===== src/hdl/orle_pkg.sv =====
// ----------------------------------------------------------------------------
// Ordered record list engine package
// Shared action and status codes and the controller state type.
// ----------------------------------------------------------------------------
package orle_pkg;

  typedef enum logic [2:0] {
    ACT_APPEND  = 3'd0,
    ACT_READOUT = 3'd1,
    ACT_FIND    = 3'd2,
    ACT_REMOVE  = 3'd3,
    ACT_INSERT  = 3'd4,
    ACT_REVERSE = 3'd5,
    ACT_NOP6    = 3'd6,
    ACT_NOP7    = 3'd7
  } action_e;

  typedef enum logic [1:0] {
    ST_OK        = 2'd0,
    ST_FULL      = 2'd1,
    ST_NOT_FOUND = 2'd2,
    ST_EMPTY     = 2'd3
  } status_e;

  typedef enum logic [3:0] {
    S_IDLE,
    S_SCAN_RD,
    S_SCAN_CHK,
    S_SHIFT_RD,
    S_SHIFT_WR,
    S_REV_RD,
    S_REV_WR,
    S_OUT_RD,
    S_OUT_EMIT,
    S_DONE
  } state_e;

  localparam int unsigned KeyW = 32;
  localparam int unsigned AgeW = 8;
  localparam int unsigned NameLowW = 64;
  localparam int unsigned NameMidW = 64;
  localparam int unsigned NameHighW = 32;

endpackage


===== src/hdl/ordered_record_list_engine.sv =====
// ----------------------------------------------------------------------------
// Ordered record list engine
// A bounded list of records kept in a slot memory and an order memory.
// ----------------------------------------------------------------------------
// An item is taken when start_i is high and busy_o is low. Each result is
// shown for one cycle with result_valid_o, and the receiver cannot stall.
// Append writes its order entry and record without a scan. Unused actions and
// errors found at the start go straight to the result. Find, remove and sorted
// insert read one order entry and then its record for each entry visited.
// Insert and remove then move one order entry a cycle. Reverse swaps pairs
// from the ends inward. Read-out reads each entry and its record, then gives
// one result. The longest items are a find that misses, a remove of the tail
// entry or a read-out of a full list. No clearing pass is needed after reset.
module ordered_record_list_engine #(
  parameter int unsigned CAPACITY   = 16,
  parameter int unsigned NAME_BYTES = 20
) (
  input  logic        clk_i,
  input  logic        rst_ni,
  input  logic        start_i,
  output logic        busy_o,
  input  logic [2:0]  action_i,
  input  logic signed [31:0] key_in_i,
  input  logic [7:0]  age_in_i,
  input  logic [63:0] name_in_0_7_i,
  input  logic [63:0] name_in_8_15_i,
  input  logic [31:0] name_in_16_19_i,
  output logic        result_valid_o,
  output logic [1:0]  status_o,
  output logic signed [31:0] key_out_o,
  output logic [7:0]  age_out_o,
  output logic [63:0] name_out_0_7_o,
  output logic [63:0] name_out_8_15_o,
  output logic [31:0] name_out_16_19_o,
  output logic        last_item_o,
  output logic [4:0]  stored_count_o,
  output logic        is_empty_o
);
  import orle_pkg::*;

  localparam int unsigned IdxW = (CAPACITY > 1) ? $clog2(CAPACITY) : 1;
  localparam int unsigned CntW = $clog2(CAPACITY + 1);
  localparam int unsigned RecW = KeyW + AgeW + NameLowW + NameMidW + NameHighW;
  localparam int unsigned LowB = (NAME_BYTES >= 8) ? 8 : NAME_BYTES;
  localparam int unsigned MidB = (NAME_BYTES >= 16) ? 8 :
                                 ((NAME_BYTES > 8) ? NAME_BYTES - 8 : 0);
  localparam int unsigned HighB = (NAME_BYTES > 16) ? NAME_BYTES - 16 : 0;
  localparam logic [NameLowW-1:0] LowMask =
    (LowB >= 8) ? '1 : ((NameLowW'(1) << (8 * LowB)) - NameLowW'(1));
  localparam logic [NameMidW-1:0] MidMask =
    (MidB >= 8) ? '1 : ((NameMidW'(1) << (8 * MidB)) - NameMidW'(1));
  localparam logic [NameHighW-1:0] HighMask =
    (HighB >= 4) ? '1 : ((NameHighW'(1) << (8 * HighB)) - NameHighW'(1));

  logic [RecW-1:0] rec_mem [CAPACITY];
  logic [IdxW-1:0] ord_mem [CAPACITY];

  state_e state_q, state_d;
  action_e act_q, act_d;
  logic [CntW-1:0] cnt_q, cnt_d;
  logic [CAPACITY-1:0] free_q, free_d;
  logic [CntW-1:0] pos_q, pos_d;
  logic [CntW-1:0] pos2_q, pos2_d;
  logic [IdxW-1:0] tmp_q, tmp_d;
  logic [IdxW-1:0] new_slot_q, new_slot_d;
  logic signed [KeyW-1:0] key_q, key_d;
  logic [RecW-1:0] in_rec_q, in_rec_d;

  logic rec_we, ord_we;
  logic [IdxW-1:0] rec_waddr, ord_waddr, ord_wdata, rec_raddr, ord_raddr;
  logic [IdxW-1:0] ord_rdata_q;
  logic [RecW-1:0] rec_rdata_q;
  logic ord_rd_slot;

  logic res_v_d, res_last_d, res_rec_d;
  status_e res_st_d;
  logic res_v_q, res_last_q, res_rec_q;
  status_e res_st_q;
  logic [RecW-1:0] res_data_q;

  logic [IdxW-1:0] swap_addr_q, swap_data_q;
  logic swap_q;

  logic [IdxW-1:0] low_free;
  logic any_free;
  always_comb begin
    low_free = '0;
    any_free = 1'b0;
    for (int i = CAPACITY - 1; i >= 0; i--) begin
      if (free_q[i]) begin
        low_free = IdxW'(i);
        any_free = 1'b1;
      end
    end
  end

  always_ff @(posedge clk_i) begin
    if (rec_we) rec_mem[rec_waddr] <= in_rec_q;
    rec_rdata_q <= rec_mem[rec_raddr];
  end

  always_ff @(posedge clk_i) begin
    if (ord_we) ord_mem[ord_waddr] <= ord_wdata;
    ord_rdata_q <= ord_mem[ord_raddr];
  end

  logic signed [KeyW-1:0] rd_key;
  assign rd_key = rec_rdata_q[RecW-1 -: KeyW];

  always_comb begin
    state_d = state_q;
    act_d = act_q;
    cnt_d = cnt_q;
    free_d = free_q;
    pos_d = pos_q;
    pos2_d = pos2_q;
    tmp_d = tmp_q;
    new_slot_d = new_slot_q;
    key_d = key_q;
    in_rec_d = in_rec_q;
    rec_we = 1'b0;
    ord_we = 1'b0;
    rec_waddr = new_slot_q;
    ord_waddr = pos_q[IdxW-1:0];
    ord_wdata = new_slot_q;
    ord_raddr = pos_q[IdxW-1:0];
    rec_raddr = ord_rdata_q;
    ord_rd_slot = 1'b0;
    res_v_d = 1'b0;
    res_last_d = 1'b1;
    res_rec_d = 1'b0;
    res_st_d = ST_OK;
    unique case (state_q)
      S_IDLE: begin
        ord_raddr = '0;
        if (start_i && !busy_o) begin
          act_d = action_e'(action_i);
          key_d = key_in_i;
          in_rec_d = {key_in_i, age_in_i, name_in_0_7_i & LowMask,
                      name_in_8_15_i & MidMask, name_in_16_19_i & HighMask};
          pos_d = '0;
          new_slot_d = low_free;
          unique case (action_e'(action_i))
            ACT_APPEND, ACT_INSERT: begin
              if (cnt_q >= CntW'(CAPACITY) || !any_free) begin
                res_st_d = ST_FULL;
                state_d = S_DONE;
              end else if (action_e'(action_i) == ACT_APPEND || cnt_q == '0) begin
                pos_d = cnt_q;
                state_d = S_SHIFT_WR;
                pos2_d = cnt_q;
              end else begin
                state_d = S_SCAN_RD;
              end
            end
            ACT_FIND, ACT_REMOVE: begin
              if (cnt_q == '0) begin
                res_st_d = ST_NOT_FOUND;
                state_d = S_DONE;
              end else state_d = S_SCAN_RD;
            end
            ACT_READOUT: begin
              if (cnt_q == '0) begin
                res_st_d = ST_EMPTY;
                state_d = S_DONE;
              end else state_d = S_OUT_RD;
            end
            ACT_REVERSE: begin
              if (cnt_q == '0) begin
                res_st_d = ST_EMPTY;
                state_d = S_DONE;
              end else if (cnt_q < CntW'(2)) begin
                state_d = S_DONE;
              end else begin
                pos2_d = cnt_q - CntW'(1);
                state_d = S_REV_RD;
              end
            end
            default: state_d = S_DONE;
          endcase
          res_v_d = (state_d == S_DONE);
        end
      end
      // Read the order entry, then its record.
      S_SCAN_RD: begin
        state_d = S_SCAN_CHK;
      end
      S_SCAN_CHK: begin
        // ord_rdata_q holds the slot; rec_raddr issues the record read now.
        state_d = S_OUT_EMIT;
        tmp_d = ord_rdata_q;
      end
      S_OUT_EMIT: begin
        if (act_q == ACT_READOUT) begin
          res_v_d = 1'b1;
          res_rec_d = 1'b1;
          res_last_d = (pos_q + CntW'(1) == cnt_q);
          if (res_last_d) state_d = S_IDLE;
          else begin
            pos_d = pos_q + CntW'(1);
            state_d = S_OUT_RD;
          end
        end else if (act_q == ACT_INSERT) begin
          if (key_q < rd_key) begin
            pos2_d = cnt_q;
            state_d = (cnt_q == pos_q) ? S_SHIFT_WR : S_SHIFT_RD;
            ord_raddr = IdxW'(cnt_q - CntW'(1));
          end else if (pos_q + CntW'(1) == cnt_q) begin
            pos_d = cnt_q;
            pos2_d = cnt_q;
            state_d = S_SHIFT_WR;
          end else begin
            pos_d = pos_q + CntW'(1);
            state_d = S_SCAN_RD;
          end
        end else begin
          if (rd_key == key_q) begin
            if (act_q == ACT_FIND) begin
              res_v_d = 1'b1;
              res_rec_d = 1'b1;
              state_d = S_DONE;
            end else begin
              free_d[tmp_q] = 1'b1;
              pos2_d = pos_q;
              cnt_d = cnt_q - CntW'(1);
              if (pos_q + CntW'(1) == cnt_q) begin
                res_v_d = 1'b1;
                state_d = S_DONE;
              end else begin
                ord_raddr = IdxW'(pos_q + CntW'(1));
                state_d = S_SHIFT_RD;
              end
            end
          end else if (pos_q + CntW'(1) == cnt_q) begin
            res_v_d = 1'b1;
            res_st_d = ST_NOT_FOUND;
            state_d = S_DONE;
          end else begin
            pos_d = pos_q + CntW'(1);
            state_d = S_SCAN_RD;
          end
        end
      end
      S_OUT_RD: begin
        state_d = S_SCAN_CHK;
      end
      // Insert moves entries up from the tail; remove moves them down.
      S_SHIFT_RD: begin
        ord_we = 1'b1;
        if (act_q == ACT_INSERT) begin
          ord_waddr = IdxW'(pos2_q);
          ord_wdata = ord_rdata_q;
          pos2_d = pos2_q - CntW'(1);
          if (pos2_q - CntW'(1) == pos_q) state_d = S_SHIFT_WR;
          else ord_raddr = IdxW'(pos2_q - CntW'(2));
        end else begin
          ord_waddr = IdxW'(pos2_q);
          ord_wdata = ord_rdata_q;
          pos2_d = pos2_q + CntW'(1);
          if (pos2_q + CntW'(1) == cnt_q) begin
            res_v_d = 1'b1;
            state_d = S_DONE;
          end else ord_raddr = IdxW'(pos2_q + CntW'(2));
        end
      end
      S_SHIFT_WR: begin
        ord_we = 1'b1;
        ord_waddr = pos_q[IdxW-1:0];
        ord_wdata = new_slot_q;
        rec_we = 1'b1;
        free_d[new_slot_q] = 1'b0;
        cnt_d = cnt_q + CntW'(1);
        res_v_d = 1'b1;
        state_d = S_DONE;
      end
      S_REV_RD: begin
        ord_raddr = pos2_q[IdxW-1:0];
        tmp_d = ord_rdata_q;
        state_d = S_REV_WR;
      end
      S_REV_WR: begin
        ord_we = 1'b1;
        ord_waddr = pos_q[IdxW-1:0];
        ord_wdata = ord_rdata_q;
        pos_d = pos_q + CntW'(1);
        pos2_d = pos2_q - CntW'(1);
        state_d = S_DONE;
        if (pos_q + CntW'(1) < pos2_q - CntW'(1)) begin
          state_d = S_REV_RD;
          ord_raddr = IdxW'(pos_q + CntW'(1));
        end else res_v_d = 1'b1;
      end
      S_DONE: begin
        state_d = S_IDLE;
      end
      default: state_d = S_IDLE;
    endcase
    // The second half of a swap writes the saved head-side slot at the tail
    // side in the cycle after the tail-side slot is written at the head side.
    if (swap_q) begin
      ord_we = 1'b1;
      ord_waddr = swap_addr_q;
      ord_wdata = swap_data_q;
    end
  end

  always_ff @(posedge clk_i or negedge rst_ni) begin
    if (!rst_ni) begin
      state_q <= S_IDLE;
      act_q <= ACT_APPEND;
      cnt_q <= '0;
      free_q <= '1;
      pos_q <= '0;
      pos2_q <= '0;
      res_v_q <= 1'b0;
      swap_q <= 1'b0;
    end else begin
      state_q <= state_d;
      act_q <= act_d;
      cnt_q <= cnt_d;
      free_q <= free_d;
      pos_q <= pos_d;
      pos2_q <= pos2_d;
      res_v_q <= res_v_d;
      swap_q <= (state_q == S_REV_WR);
    end
  end

  always_ff @(posedge clk_i) begin
    tmp_q <= tmp_d;
    new_slot_q <= new_slot_d;
    key_q <= key_d;
    in_rec_q <= in_rec_d;
    res_last_q <= res_last_d;
    res_rec_q <= res_rec_d;
    res_st_q <= res_st_d;
    res_data_q <= rec_rdata_q;
    swap_addr_q <= pos2_q[IdxW-1:0];
    swap_data_q <= tmp_q;
  end

  logic unused_rd;
  assign unused_rd = ord_rd_slot;

  assign busy_o = (state_q != S_IDLE) || res_v_q || swap_q || unused_rd;
  assign result_valid_o = res_v_q;
  assign status_o = res_st_q;
  assign key_out_o = res_rec_q ? res_data_q[RecW-1 -: KeyW] : '0;
  assign age_out_o = res_rec_q ? res_data_q[RecW-KeyW-1 -: AgeW] : '0;
  assign name_out_0_7_o = res_rec_q ? res_data_q[NameMidW+NameHighW +: NameLowW] : '0;
  assign name_out_8_15_o = res_rec_q ? res_data_q[NameHighW +: NameMidW] : '0;
  assign name_out_16_19_o = res_rec_q ? res_data_q[0 +: NameHighW] : '0;
  assign last_item_o = res_last_q;
  assign stored_count_o = 5'(cnt_q);
  assign is_empty_o = (cnt_q == '0);

endmodule

===== config.mk =====
export PLATFORM = sky130hd
export DESIGN_NAME = ordered_record_list_engine
export DESIGN_NICKNAME = d
export VERILOG_FILES = /design/src/hdl/orle_pkg.sv /design/src/hdl/ordered_record_list_engine.sv
export SDC_FILE = /design/constraint.sdc
export NUM_CORES = 2
export LEC_CHECK = 0
export ABC_CLOCK_PERIOD_IN_PS = 18350
export BUFFER_PORTS_ARGS = -buffer_cell sky130_fd_sc_hd__buf_2
export CORE_UTILIZATION = 50
export DETAILED_ROUTE_END_ITERATION = 8
export MAX_ROUTING_LAYER = met4
export PLACE_DENSITY = 0.75
export SYNTH_ARGS = -nofsm -noshare
export SYNTH_HDL_FRONTEND = slang
export SYNTH_SLANG_ARGS = --single-unit

===== constraint.sdc =====
create_clock -name clk_i -period 18.35 [get_ports clk_i]
set_input_delay 2.7525 -clock clk_i [delete_from_list [all_inputs] [get_ports clk_i]]
set_output_delay 2.7525 -clock clk_i [all_outputs]
set_load 0.02 [all_outputs]

==> impl_metrics.toml <==
[cts]
clock_latency_ns = 0.94
cts_setup_buffers = 0
cts.sinks = 3928
cts_tree = "built"
tritoncts.num_buffers = 383
postCtsHoldBufs = 0
cts_resized = 0
clkTransAtPathRegs_ns = 0.06
clock_path_buffers = 4
cts-root-buf = "clkbuf_16"
cts_max_level = 5

[timing]
fmax_mhz = 175
maxSlewHeadroom_pct = 28.6
period_minus_slack_ns = 5.71
post-route-period-util_pct = 31.1
timing.final.ws_setup_ns = 12.64
hold_ws_ns = 0.288
fin_setup_tns_ns = 0
finalHoldViolations = 0
worst_pin_slew_ns = 1.07
setup_viol = 0
finClkSkew_ns = 0.0473
grt_setup_unrepaired = "no"
drv_slew = 0

[worst_setup_path]
cp.arrival_ns = 2.95
end_kind = "output pin"
path_class = "reg -> out"
start_kind = "flip-flop"
required_ns = 15.60
path_max_fanout = 70

[layout]
nNetsFinal = 7034
utilization_pct = 57.3
synthToLayoutAreaGrowth_pct = 14.1
layout-drive-gt1-share_pct = 30.3
mostFrequentLayoutCell = "edfxtp_1"
mostFrequentLayoutCells = "edfxtp_1 (3472), mux4_2 (975), buf_2 (416)"

[floorplanning]
die_x_um = 537
num_io_pins = 417
start_util_pct = 50.2
core-area_um2 = 285000
die-area_um2 = 288000
rows = 196
die_y_um = 537

[global_routing]
grt_usage_pct = 23.4
first_global_vias = 67745
grt_max_degree = 156
grt_pass1_wl_um = 472000
antenna_found_initial = 23
overflow = 0

[routing]
via_count = 66186
drtAntennaViolNets = 0
routed_via_density = 6.07
wl_per_cell_um = 30.1
drcViolationCount = 0
drt-initial-drc-count = 7603
dr.pass1.iters = 8
wl_um = 328000

[place]
place.gp.congestion = 0.881
hpwlAfterDp_um = 162000
preCtsSetupSlack_ns = 12.64
portBuffers = 416

[synth]
syn_inst = 6157
async_flop_share_pct = 1.02
yosysWarnings = 0
synth_cell_types = 81
ys.flop_type = "edfxtp_1"
syn_area_um2 = 143000
ys_seq_area_share_pct = 79.4
ys_ff_latch = 3928
syn_nets = 6408
syn_area_per_cell_um2 = 23.2
synth-edff-count = 3472

[power]
p_leak_nw = 53.3
peakVddDrop_uv = 151
p_per_area_nw_per_um2 = 155

[worst_hold_path]
worstHoldPathType = "reg -> reg"

[run]
maxCapViolations = 0

[run_status]
outcome = "complete, no violations"
per-stage QoR:
stage | instance area (µm²) | cells | total power, mW
after floorplan | 143000 | 6157 | 15.7
after global routing | 163000 | 10890 | 26.2
final | 163000 | 10899 | 25.3
after CTS | 163000 | 10875 | 25.5
after global placement | 150000 | 10160 | 17.2
after detailed placement | 150000 | 10160 | 17.3
worst max-delay path, stage by stage (launching register included):
cell and delay, ns:
dfxtp_4 0.76, buf_4 0.69, and2_1 0.33, buf_2 0.20
registers in the layout (all words and copies together), names as in the netlist, 3 cells and up:
register and flops:
act_q 3, ord_rdata_q 4, swap_addr_q 4, tmp_q 4, free_q 16, res_data_q 200
rec_rdata_q 200, swap_data_q 4, new_slot_q 4, ord_mem 64, stored_count_o 5, key_q 32
rec_mem 3200, state_q 4, pos_q 5, pos2_q 5, in_rec_q 168
routing by layer:
layer / part of all wire [%] / GRT usage (%)
met1: 40 / 31.8
met2: 49 / 36.2
met3: 8.6 / 4.45
met4: 2.9 / 7.12
met5: 0 / -
cell type report:
type / instances / area, µm²
inverter: 55 / 214
tap: 3762 / 4710
sequential: 3928 / 114000
clock buffer: 525 / 10700
multi-input combinational: 1879 / 28300
antenna: 24 / 60.1
clock inverter: 190 / 2520
timing repair buffer: 536 / 3130
fill: 19809 / 122000
power breakdown:
part           leakage (nW)  internal [mW]  switching (mW)
registers              35.3           11.0           0.944
logic                  11.6           2.63            2.56
clock network          6.42           4.73            3.39
worst paths after layout:
path,endpoint,cells past startpoint,startpoint,slack (ns)
max in group asynchronous,state_q[0],1,rst_ni,15.71
worst min register to register,res_data_q[81],0,rec_rdata_q[81],0.29
worst min-delay path,res_data_q[81],0,rec_rdata_q[81],0.29
min in group asynchronous,pos_q[4],1,rst_ni,1.99
worst max register to register,rec_rdata_q[127],6,ord_rdata_q[1],12.77
worst max-delay path,key_out_o[30],3,res_rec_q,12.64
synth_stat cells (all sizes together) (4+ instances only):
cell	count	share of area [%]
buf	106	0.30
a21boi	5	0.026
and3	9	0.039
dfstp	16	0.29
nand4	7	0.031
xor2	13	0.080
mux2i	50	0.35
or3	5	0.022
o21bai	4	0.029
nor3b	5	0.026
o21ai	49	0.18
a211oi	32	0.17
nand2b	15	0.066
nor2b	33	0.14
nand3b	5	0.026
dfxtp	416	5.8
and2	208	0.91
clkbuf	189	0.50
o211ai	4	0.021
edfxtp	3472	73
inv	54	0.14
a21oi	78	0.27
a2111oi	4	0.038
a31oi	6	0.026
o22ai	9	0.039
xnor2	21	0.13
dfrtp	24	0.42
nand3	22	0.077
mux4	987	16
nor3	27	0.094
nor4	6	0.026
o31ai	9	0.047
a22oi	4	0.021
ha	45	0.39
nor2	85	0.22
nand2	70	0.18
or2	5	0.022
and4	7	0.043
cell families after synthesis:
kind of cell	share of synthesized area [%]
flops	79.4
xor+xnor	0.288
mux	15.9
simple gates	2.00
fa+ha+maj	0.393
compound gates	1.07
buf+inv	0.941
Power figures use the tool's default switching activity.
